## config.mk

```make
export PLATFORM = sky130hd
export DESIGN_NAME = mbe_ctrl
export DESIGN_NICKNAME = d
export VERILOG_FILES = /design/src/rtl/mbe_pkg.sv /design/src/rtl/mbe_ctrl.sv
export SDC_FILE = /design/constraint.sdc
export NUM_CORES = 1
export LEC_CHECK = 0
export BUFFER_PORTS_ARGS = -buffer_cell sky130_fd_sc_hd__buf_2
export CORE_UTILIZATION = 40
export CTS_CLUSTER_DIAMETER = 120
export DETAILED_ROUTE_END_ITERATION = 12
export GPL_TIMING_DRIVEN = 0
export PLACE_DENSITY_LB_ADDON = 0.3
export SETUP_SLACK_MARGIN = 0.1
export SLEW_MARGIN = 10
export SYNTH_ARGS = -nofsm -noshare
export SYNTH_HDL_FRONTEND = slang
export SYNTH_SLANG_ARGS = --single-unit
```

## constraint.sdc

```tcl
create_clock -name clock -period 1.9 [get_ports clock]
set_input_delay 0.19 -clock clock [delete_from_list [all_inputs] [get_ports clock]]
set_output_delay 0.19 -clock clock [all_outputs]
set_load 0.01 [all_outputs]
```

## src/rtl/mbe_pkg.sv

```systemverilog
// shared types, constants and the arcsine table for the metaball texel unit
// no dependencies; every other file in rtl imports this package
package mbe_pkg;

   // sizes
   localparam int MAX_BALLS  = 8;
   localparam int TABLE_HALF = 256;      // power of two
   localparam int TH_LOG     = $clog2(TABLE_HALF);
   localparam int BALL_W     = (MAX_BALLS > 1) ? $clog2(MAX_BALLS) : 1;
   localparam int ACT_W      = $clog2(MAX_BALLS + 1);
   localparam int J_W        = TH_LOG + 2;   // table index 0 .. 2*TABLE_HALF
   localparam int K_W        = TH_LOG + 1;   // table entry 0 .. TABLE_HALF
   localparam int DIV_W      = 64;
   localparam int R2_W       = 51;

   // input op codes
   localparam logic OP_LOAD   = 1'b0;
   localparam logic OP_VERTEX = 1'b1;

   // register indexes
   localparam logic [1:0] CSR_BALL_COUNT = 2'd0;
   localparam logic [1:0] CSR_ENV_MODE   = 2'd1;
   localparam logic [1:0] CSR_TEX_SCALE  = 2'd2;
   localparam logic [1:0] CSR_CHARGE     = 2'd3;

   localparam logic MODE_ASIN = 1'b0;

   typedef enum logic [4:0] {
      ST_IDLE, ST_READ, ST_DIFF, ST_SQ, ST_CHK, ST_RSQRT, ST_RWAIT,
      ST_DIV_U, ST_WAIT_U, ST_DIV_T, ST_WAIT_T, ST_MAG, ST_SHIFT, ST_N2,
      ST_NSQRT, ST_NWAIT, ST_DIV_N, ST_WAIT_N, ST_IDX, ST_TEX, ST_OUT
   } ctrl_state_type;

   typedef enum logic {SQ_SEL_R2, SQ_SEL_N2} sqrt_sel_type;
   typedef enum logic [1:0] {DIV_SEL_U, DIV_SEL_T, DIV_SEL_N} div_sel_type;

   typedef struct packed {
      logic              load_in;
      logic              clr_acc;
      logic              mem_we;
      logic              mem_rd;
      logic              diff_en;
      logic              sq_en;
      logic              sqrt_start;
      sqrt_sel_type      sqrt_sel;
      logic              r_en;
      logic              nrm_en;
      logic              div_start;
      div_sel_type       div_sel;
      logic              u_en;
      logic              acc_en;
      logic              mag_en;
      logic              shift_en;
      logic              n2_en;
      logic              nn_en;
      logic              idx_en;
      logic              tex_en;
      logic              out_load;
      logic [1:0]        comp;
      logic [BALL_W-1:0] ball;
   } cmd_type;

   typedef struct packed {
      logic [ACT_W-1:0] active;
      logic             r2_zero;
      logic             mx_hi;
      logic             mx_lo;
      logic             degen;
      logic             sqrt_done;
      logic             div_done;
      logic             out_free;
   } status_type;

   // arcsine table, worked out at elaboration
   typedef logic [15:0] asin_rom_type [0:TABLE_HALF];

   localparam int CORDIC_STEPS = 20;
   localparam int CORDIC_ANGLE [0:CORDIC_STEPS-1] = '{
      262144, 154753, 81767, 41506, 20834, 10427, 5215, 2608, 1304, 652,
      326, 163, 81, 41, 20, 10, 5, 3, 1, 1
   };

   function automatic longint unsigned isqrt_c(longint unsigned v);
      longint unsigned r;
      longint unsigned b;
      longint unsigned x;
      x = v;
      r = 0;
      b = 64'h4000_0000_0000_0000;
      while (b > x) b = b >> 2;
      while (b != 0) begin
         if (x >= r + b) begin
            x = x - (r + b);
            r = (r >> 1) + b;
         end else begin
            r = r >> 1;
         end
         b = b >> 2;
      end
      return r;
   endfunction

   function automatic longint shr_zero(longint v, int s);
      if (v < 0) return -((-v) >>> s);
      return v >>> s;
   endfunction

   function automatic logic [15:0] rom_entry(int k);
      longint x;
      longint y;
      longint z;
      longint dx;
      longint dy;
      if (k == 0) return 16'd0;
      x = longint'(isqrt_c(64'(TABLE_HALF * TABLE_HALF - k * k) << 36));
      y = longint'(k) <<< 18;
      z = 0;
      for (int s = 0; s < CORDIC_STEPS; s++) begin
         dx = shr_zero(y, s);
         dy = shr_zero(x, s);
         if (y > 0) begin
            x = x + dx;
            y = y - dy;
            z = z + CORDIC_ANGLE[s];
         end else begin
            x = x - dx;
            y = y + dy;
            z = z - CORDIC_ANGLE[s];
         end
      end
      if (z < 0) z = 0;
      if (z > 524288) z = 524288;
      return 16'((z + 8) >>> 4);
   endfunction

   function automatic asin_rom_type build_asin_rom();
      asin_rom_type rom;
      for (int k = 0; k <= TABLE_HALF; k++) rom[k] = rom_entry(k);
      return rom;
   endfunction

   localparam asin_rom_type ASIN_ROM = build_asin_rom();

endpackage

```

## src/rtl/mbe_ctrl.sv

```systemverilog
// sequencer: steps balls and components, drives datapath commands
// depends on mbe_pkg
module mbe_ctrl (
   input  logic                 clock,
   input  logic                 reset,
   input  logic                 req_valid,
   input  logic                 req_op,
   output logic                 req_stall,
   input  mbe_pkg::status_type  sts,
   output mbe_pkg::cmd_type     cmd
);
   import mbe_pkg::*;

   ctrl_state_type    state_ff, state_in;
   logic [BALL_W-1:0] ball_ff;
   logic [1:0]        comp_ff;
   logic              last_ball;
   logic              take_vertex;

   assign last_ball   = (ACT_W'(ball_ff) + ACT_W'(1)) == sts.active;
   assign take_vertex = (state_ff == ST_IDLE) && req_valid && (req_op == OP_VERTEX);

   // next state
   always_comb begin
      state_in = state_ff;
      unique case (state_ff)
         ST_IDLE:   if (take_vertex) state_in = (sts.active == '0) ? ST_MAG : ST_READ;
         ST_READ:   state_in = ST_DIFF;
         ST_DIFF:   state_in = ST_SQ;
         ST_SQ:     if (comp_ff == 2'd2) state_in = ST_CHK;
         ST_CHK: begin
            if (!sts.r2_zero) state_in = ST_RSQRT;
            else state_in = last_ball ? ST_MAG : ST_READ;
         end
         ST_RSQRT:  state_in = ST_RWAIT;
         ST_RWAIT:  if (sts.sqrt_done) state_in = ST_DIV_U;
         ST_DIV_U:  state_in = ST_WAIT_U;
         ST_WAIT_U: if (sts.div_done) state_in = ST_DIV_T;
         ST_DIV_T:  state_in = ST_WAIT_T;
         ST_WAIT_T: begin
            if (sts.div_done) begin
               if (comp_ff != 2'd2) state_in = ST_DIV_U;
               else state_in = last_ball ? ST_MAG : ST_READ;
            end
         end
         ST_MAG:    state_in = ST_SHIFT;
         ST_SHIFT: begin
            if (sts.degen) state_in = ST_IDX;
            else if (!sts.mx_hi && !sts.mx_lo) state_in = ST_N2;
         end
         ST_N2:     if (comp_ff == 2'd2) state_in = ST_NSQRT;
         ST_NSQRT:  state_in = ST_NWAIT;
         ST_NWAIT:  if (sts.sqrt_done) state_in = ST_DIV_N;
         ST_DIV_N:  state_in = ST_WAIT_N;
         ST_WAIT_N: if (sts.div_done) state_in = (comp_ff == 2'd1) ? ST_IDX : ST_DIV_N;
         ST_IDX:    state_in = ST_TEX;
         ST_TEX:    state_in = ST_OUT;
         ST_OUT:    if (sts.out_free) state_in = ST_IDLE;
         default:   state_in = ST_IDLE;
      endcase
   end

   // command outputs
   always_comb begin
      cmd          = '0;
      cmd.comp     = comp_ff;
      cmd.ball     = ball_ff;
      cmd.sqrt_sel = SQ_SEL_R2;
      cmd.div_sel  = DIV_SEL_U;
      unique case (state_ff)
         ST_IDLE: begin
            cmd.load_in = take_vertex;
            cmd.clr_acc = take_vertex;
            cmd.mem_we  = req_valid && (req_op == OP_LOAD);
         end
         ST_READ:   cmd.mem_rd = 1'b1;
         ST_DIFF:   cmd.diff_en = 1'b1;
         ST_SQ:     cmd.sq_en = 1'b1;
         ST_CHK:    ;
         ST_RSQRT:  cmd.sqrt_start = 1'b1;
         ST_RWAIT:  cmd.r_en = sts.sqrt_done;
         ST_DIV_U:  cmd.div_start = 1'b1;
         ST_WAIT_U: cmd.u_en = sts.div_done;
         ST_DIV_T: begin
            cmd.div_start = 1'b1;
            cmd.div_sel   = DIV_SEL_T;
         end
         ST_WAIT_T: begin
            cmd.div_sel = DIV_SEL_T;
            cmd.acc_en  = sts.div_done;
         end
         ST_MAG:    cmd.mag_en = 1'b1;
         ST_SHIFT:  cmd.shift_en = !sts.degen && (sts.mx_hi || sts.mx_lo);
         ST_N2:     cmd.n2_en = 1'b1;
         ST_NSQRT: begin
            cmd.sqrt_start = 1'b1;
            cmd.sqrt_sel   = SQ_SEL_N2;
         end
         ST_NWAIT: begin
            cmd.sqrt_sel = SQ_SEL_N2;
            cmd.nrm_en   = sts.sqrt_done;
         end
         ST_DIV_N: begin
            cmd.div_start = 1'b1;
            cmd.div_sel   = DIV_SEL_N;
         end
         ST_WAIT_N: begin
            cmd.div_sel = DIV_SEL_N;
            cmd.nn_en   = sts.div_done;
         end
         ST_IDX:    cmd.idx_en = 1'b1;
         ST_TEX:    cmd.tex_en = 1'b1;
         ST_OUT:    cmd.out_load = sts.out_free;
         default:   ;
      endcase
   end

   assign req_stall = (state_ff != ST_IDLE);

   // state, ball and component counters
   always_ff @(posedge clock) begin
      if (reset) begin
         state_ff <= ST_IDLE;
         ball_ff  <= '0;
         comp_ff  <= '0;
      end else begin
         state_ff <= state_in;
         if (take_vertex) ball_ff <= '0;
         if ((state_ff == ST_CHK && sts.r2_zero && !last_ball) ||
             (state_ff == ST_WAIT_T && sts.div_done && comp_ff == 2'd2 && !last_ball)) begin
            ball_ff <= ball_ff + BALL_W'(1);
         end
         if (state_ff == ST_SQ || state_ff == ST_N2 ||
             (state_ff == ST_WAIT_T && sts.div_done)) begin
            comp_ff <= (comp_ff == 2'd2) ? 2'd0 : comp_ff + 2'd1;
         end
         if (state_ff == ST_WAIT_N && sts.div_done) begin
            comp_ff <= (comp_ff == 2'd1) ? 2'd0 : comp_ff + 2'd1;
         end
      end
   end
endmodule

```

==> impl_metrics.yaml, run 1 <==
finish:
  multi_input_area_um2: 1080
  finish.utilization_pct: 63.6
  seqCellArea_um2: 210
  nNetsFinal: 257
  syn_to_final_growth_pct: 51.5
  postLayoutCellArea_um2: 1930
  fillCellCount: 261
  antenna-diode-count: 0
  drive_gt1_share_pct: 48.8
critical_path:
  cp_slowest_cell: "or3_4"
  arrival_ns: 1.64
  worstSetupEndpointType: "output port"
  crit_cells: 7
  crit_path_max_incr_delay_ns: 0.37
  critPathMaxFanout: 9
  path_common_cell: "buf_6"
  crit_family: "simple AND/OR/NAND/NOR gates"
  cp.required_ns: 1.71
  crit_chain: "buf_6 -> or3_4 -> nor3_4 -> nand3_2 -> inv_2 -> buf_4 -> buf_6"
  start_kind: "flip-flop"
  crit_buf_inv: 4
  reg2reg_depth: 6
  worstSetupPathType: "reg2out"
logic_synthesis:
  synth.cell_area_um2: 1270
  syn_inst: 175
  synth.yosys.seq_area_share_pct: 15.7
  syn_avg_cell_area_um2: 7.26
  synthFlopType: "dfxtp_1"
  postSynthNetCount: 191
  synth_top_area_share_pct: 15.7
  synth_edf_count: 0
  yosysWarnings: 0
  ys_async_sr_fraction_pct: 0
  synth_commonest_cells: "a21oi_1 (15), nor2_1 (15), nand2_1 (12)"
  synth_top_area_cell: "dfxtp_1"
  synth_area_leaders: "dfxtp_1 (16%), a21oi_1 (5.9%), nor2_1 (4.4%), nand2_1 (3.5%), nor2b_1 (3.4%)"
  ys_ff_latch: 10
  yosysUniqueCellTypes: 57
global_route:
  grt_usage_pct: 24.7
  grt_max_degree: 11
  grt_pass1_wl_um: 6440
  grt_pass1_vias: 1383
  globalRouteOverflowTotal: 0
  antenna_found_initial: 0
timing:
  slew_viol_final: 0
  finalSetupViolations: 0
  timing.slew.headroom_pct: 65.7
  finalCritPeriodShare_pct: 96.4
  period_needed_ns: 1.83
  hold_violations: 0
  grt_setup_unrepaired: "yes"
  fmax_mhz: 546
  worst_slew_pin_slew_ns: 0.515
  finClkSkew_ns: 0.00184
floorplan:
  core-area_um2: 3030
  start_util_pct: 42.0
  ioPinCount: 43
  die_w_um: 58.4
  floorplan.rows: 20
  die-area_um2: 3410
  die_height_um: 58.4
placed_design:
  postPlaceCellArea_um2: 1540
  gp_congestion: 0.972
  io_buffer_count: 42
  hpwl_um: 3020
hold_path:
  min_path_cells: 4
  hp-class: "in2reg"
detailed_routing:
  wirelength_um: 4670
  vias: 1668
  firstDrtPassIters: 5
  drc: 0
  routedWlPerCell_um: 16.4
  postRouteAntennaNets: 0
  via_per_inst: 5.87
  drtIter0Drc: 113
clocking:
  holdBufCountCts: 0
  cts.path.max_buffers: 2
  h-tree-depth: 1
  cts_buffers: 3
  path_clk_slew_ns: 0.07
  cts_root_buf: "clkbuf_4"
  insertion_delay_ns: 0.27
  clock_sinks: 10
  cts_tree: "built"
power_and_ir_drop:
  power_density_nw_per_um2: 915
  p_leak_uw: 0.000808
  power_uw: 1760
  ir_worst_vdd_uv: 484
flow_run:
  maxCapViolCount: 0
outcome:
  status: "finished, final reports clean"
-- worst min-delay path, cell delays in order --
cell and delay, ns:
buf_2 0.08, nor2b_1 0.03, o21ai_0 0.09, o21ai_1 0.08
-- area by class of cell --
| type | instances | share of cell area [%] |
|---|---|---|
| Timing Repair Buffer | 61 | 19.7 |
| Inverter | 9 | 1.95 |
| Buffer | 13 | 6.56 |
| Multi-Input combinational cell | 143 | 56.1 |
| Tap cell | 44 | 2.86 |
| Sequential cell | 10 | 10.9 |
| Clock buffer | 4 | 1.88 |
-- layer usage --
layer,vias up,share of wire [%],GRT usage [%]
li1,791,-,-
met1,769,41,32.9
met2,96,48,40.1
met3,12,8.8,4.40
met4,0,2.2,8.84
met5,-,0,0
-- power by group --
| part | switching (µW) | total, µW | internal (µW) |
|---|---|---|---|
| logic | 695 | 1270 | 576 |
| clock network | 85.0 | 201 | 116 |
| registers | 46.7 | 289 | 243 |
-- what timing repair did --
action,in CTS,in global routing
endpoints found under the setup margin,22,21
gates resized for setup,24,45
pin swaps,4,11
buffers inserted,9,10
-- sequential cells by signal, indices dropped and copies added (netlist names) --
signal / flops
ball_ff: 3
comp_ff: 2
state_ff: 5
-- kinds of logic after synthesis --
logic type	Yosys count	synth area share, %
fa+ha+maj	1	0.984
compound gates	55	30.8
mux	1	0.886
buf+inv	22	8.86
xor+xnor	3	2.07
simple gates	83	40.6
flops	10	15.7
-- layout by cell type (no fill, tap or decap), types with 3 or more instances in the layout --
master    count
a21oi_1      12
a31oi_1       3
and3_1        5
buf_2        40
buf_4        19
buf_6        11
clkbuf_4      3
dfxtp_1       4
dfxtp_2       5
inv_1         6
nand2_1      10
nand2b_1      4
nand3b_1      3
nand4_1       3
nor2_1       12
nor2b_1       5
nor3_1        4
nor3b_1       4
o211ai_1      4
o21ai_0       5
o21ai_1       4
or4_1         3
-- stage by stage --
stage | setup TNS (ns) | hold WS, ns | setup slack (ns) | cells
3_3_place_gp | -0.0395 | 0.529 | -0.0395 | 261
6_report | 0 | 0.263 | 0.0679 | 284
3_5_place_dp | -0.217 | 0.548 | -0.0861 | 261
4_1_cts | 0 | 0.284 | 0.0253 | 274
5_1_grt | -0.00818 | 0.259 | -0.00818 | 284
2_1_floorplan | 0 | 0.379 | 0.140 | 175
-- final timing paths --
| path | startpoint | end | slack (ns) |
|---|---|---|---|
| worst max-delay path | state_ff[3] | cmd[26] | 0.07 |
| worst min-delay path | reset | state_ff[3] | 0.26 |
| worst max register to register | state_ff[3] | state_ff[1] | 0.08 |
| worst min register to register | ball_ff[1] | ball_ff[1] | 0.56 |
Power figures use the tool's default switching activity.
==> run 2: changes to the inputs <==
Settings changed: CTS_BUF_LIST set to sky130_fd_sc_hd__clkbuf_8.
==> run 2 against run 1 <==
Compared with the run above:
- critical path depth did not move
- global-route usage rose by 0.46 points
- non-clock buffer count fell by 1
- power fell by 0.69%
- final cell count fell by 0.35%
- via count fell by 1.2%
- worst setup slack improved by 0.012 ns
- largest power group unchanged
- highest routed layer unchanged
==> impl_metrics.yaml, run 2 (synthesis results as in run 1) <==
global_route:
  grt_pass1_vias: 1366
  grt_usage_pct: 25.1
  grt_pass1_wl_um: 6510
  antenna_found_initial: 0
  globalRouteOverflowTotal: 0
  grt_max_degree: 11
placed_design:
  io_buffer_count: 42
  gp_congestion: 0.972
  hpwl_um: 3020
finish:
  nNetsFinal: 256
  final_cell_mix: "buf_2 (41), buf_4 (17), nor2_1 (13)"
  largest_reg_flops: 5
  syn_to_final_growth_pct: 47.7
  antenna-diode-count: 0
  seqCellArea_um2: 206
  largest-register: "state_ff"
  top_regs: "state_ff: 5 flops, ball_ff: 3 flops, comp_ff: 2 flops"
  multi_input_area_um2: 1040
  fillCellCount: 281
  drive_gt1_share_pct: 45.6
  final_common_cell: "buf_2"
critical_path:
  critPathMaxFanout: 9
  reg2reg_depth: 7
  worstSetupStartpoint: "state_ff[3]"
  r2r-end: "ball_ff[2]"
  crit_chain: "buf_6 -> or3_4 -> nor3_4 -> nand3_2 -> inv_2 -> buf_4 -> buf_6"
  worst-r2r-setup-slack_ns: 0.11
  worstSetupEndpointType: "output port"
  start_kind: "flip-flop"
  path_common_cell: "buf_6"
  reg2reg_from: "state_ff[4]"
  arrival_ns: 1.63
  crit_path_max_incr_delay_ns: 0.41
  cp_slowest_cell: "or3_4"
  worstSetupPathType: "reg2out"
  cp.required_ns: 1.71
floorplan:
  ioPinCount: 43
  die-area_um2: 3410
  die_height_um: 58.4
  start_util_pct: 42.0
  core-area_um2: 3030
  die_w_um: 58.4
  floorplan.rows: 20
power_and_ir_drop:
  p_int_uw: 952
  clkPwrFrac_pct: 16.0
  ir_worst_vdd_uv: 618
  power_density_nw_per_um2: 931
  power_uw: 1750
  p_leak_uw: 0.000799
  seq_power_share_pct: 16.1
  combPwrFrac_pct: 68.0
  swShare_pct: 45.6
  switchingPower_uw: 797
flow_run:
  maxCapViolCount: 0
detailed_routing:
  drc: 0
  via_per_inst: 5.82
  vias: 1648
  firstDrtPassIters: 4
  postRouteAntennaNets: 0
  drtIter0Drc: 80
  wirelength_um: 4430
  routedWlPerCell_um: 15.7
timing:
  timing.slew.headroom_pct: 63.9
  slew_viol_final: 0
  grt_setup_unrepaired: "yes"
  fmax_mhz: 550
  finClkSkew_ns: 0.00283
  hold_violations: 0
  period_needed_ns: 1.82
  finalCritPeriodShare_pct: 95.8
  finalSetupViolations: 0
  whs_ns: 0.310
  worst_slew_pin_slew_ns: 0.541
clocking:
  holdBufCountCts: 0
  cts_tree: "built"
  path_clk_slew_ns: 0.05
  cts_root_buf: "clkbuf_8"
  cts.path.max_buffers: 2
  insertion_delay_ns: 0.24
  h-tree-depth: 1
  clock_sinks: 10
  cts_buffers: 3
outcome:
  status: "finished, final reports clean"
hold_path:
  min_path_cells: 4
  hp-class: "in2reg"
  whs_endpoint: "state_ff[3]"
  hold_path_startpoint: "reset"
## run 2: cell count changes in the layout (fill, tap and decap cells not counted), sizes merged
cell | before | now
inv | 8 | 7
clkbuf | 6 | 8
clkinvlp | 1 | 2
buf | 72 | 69
## run 2: area by class of cell
cell class | count | share of cell area (%)
multi-input cells | 143 | 55.6
repair buffers | 60 | 19.1
flip-flops and latches | 10 | 11.0
inverters | 9 | 2.20
plain buffers | 13 | 6.20
well taps | 44 | 2.93
clock buffers | 4 | 2.93
## run 2: power groups by stage
stage / Clock, µW / Combinational, µW / Sequential, µW
2_1_floorplan: 0 / 643 / 264
3_3_place_gp: 0 / 876 / 268
3_5_place_dp: 0 / 887 / 269
4_1_cts: 279 / 1060 / 265
5_1_grt: 299 / 1280 / 286
6_report: 279 / 1190 / 281
## run 2: repair_timing
item	4_1_cts	5_1_grt
pin swaps	4	14
setup endpoints to repair	21	23
buffers inserted	9	9
resized for setup	22	26
## run 2: how the worst max path moves through the flow
stage	endpoint	slack [ns]
floorplan	ball_ff[2]	0.14
global placement	cmd[26]	-0.04
finish	cmd[26]	0.08
CTS	cmd[24]	0.07
detailed placement	cmd[26]	-0.09
global route	state_ff[1]	-0.0002
## run 2: metal layers
layer	track usage, %	part of all wire (%)	vias to the layer above
met5	0	0	-
met4	9.52	1.7	0
met3	4.62	8.1	9
met2	39.7	47	84
met1	34.1	43	766
li1	-	-	789
## run 2: worst max-delay path, delay by kind of cell (launching register included)
kind                   cells  cell delay (ns)
DFF                        1             0.30
buffers and inverters      4             0.39
and+or+nand+nor            3             0.70
## run 2: through the flow
step | util [%] | worst slack (ns) | TNS, ns | instances | instance area [µm²]
CTS | 57.3 | 0.0684 | 0 | 274 | 1740
floorplan | - | 0.140 | 0 | 175 | 1270
global placement | 50.7 | -0.0395 | -0.0395 | 261 | 1540
global route | 62.0 | -0.000173 | -0.000173 | 283 | 1880
finish | 62.0 | 0.0802 | 0 | 283 | 1880
detailed placement | 50.7 | -0.0861 | -0.217 | 261 | 1540
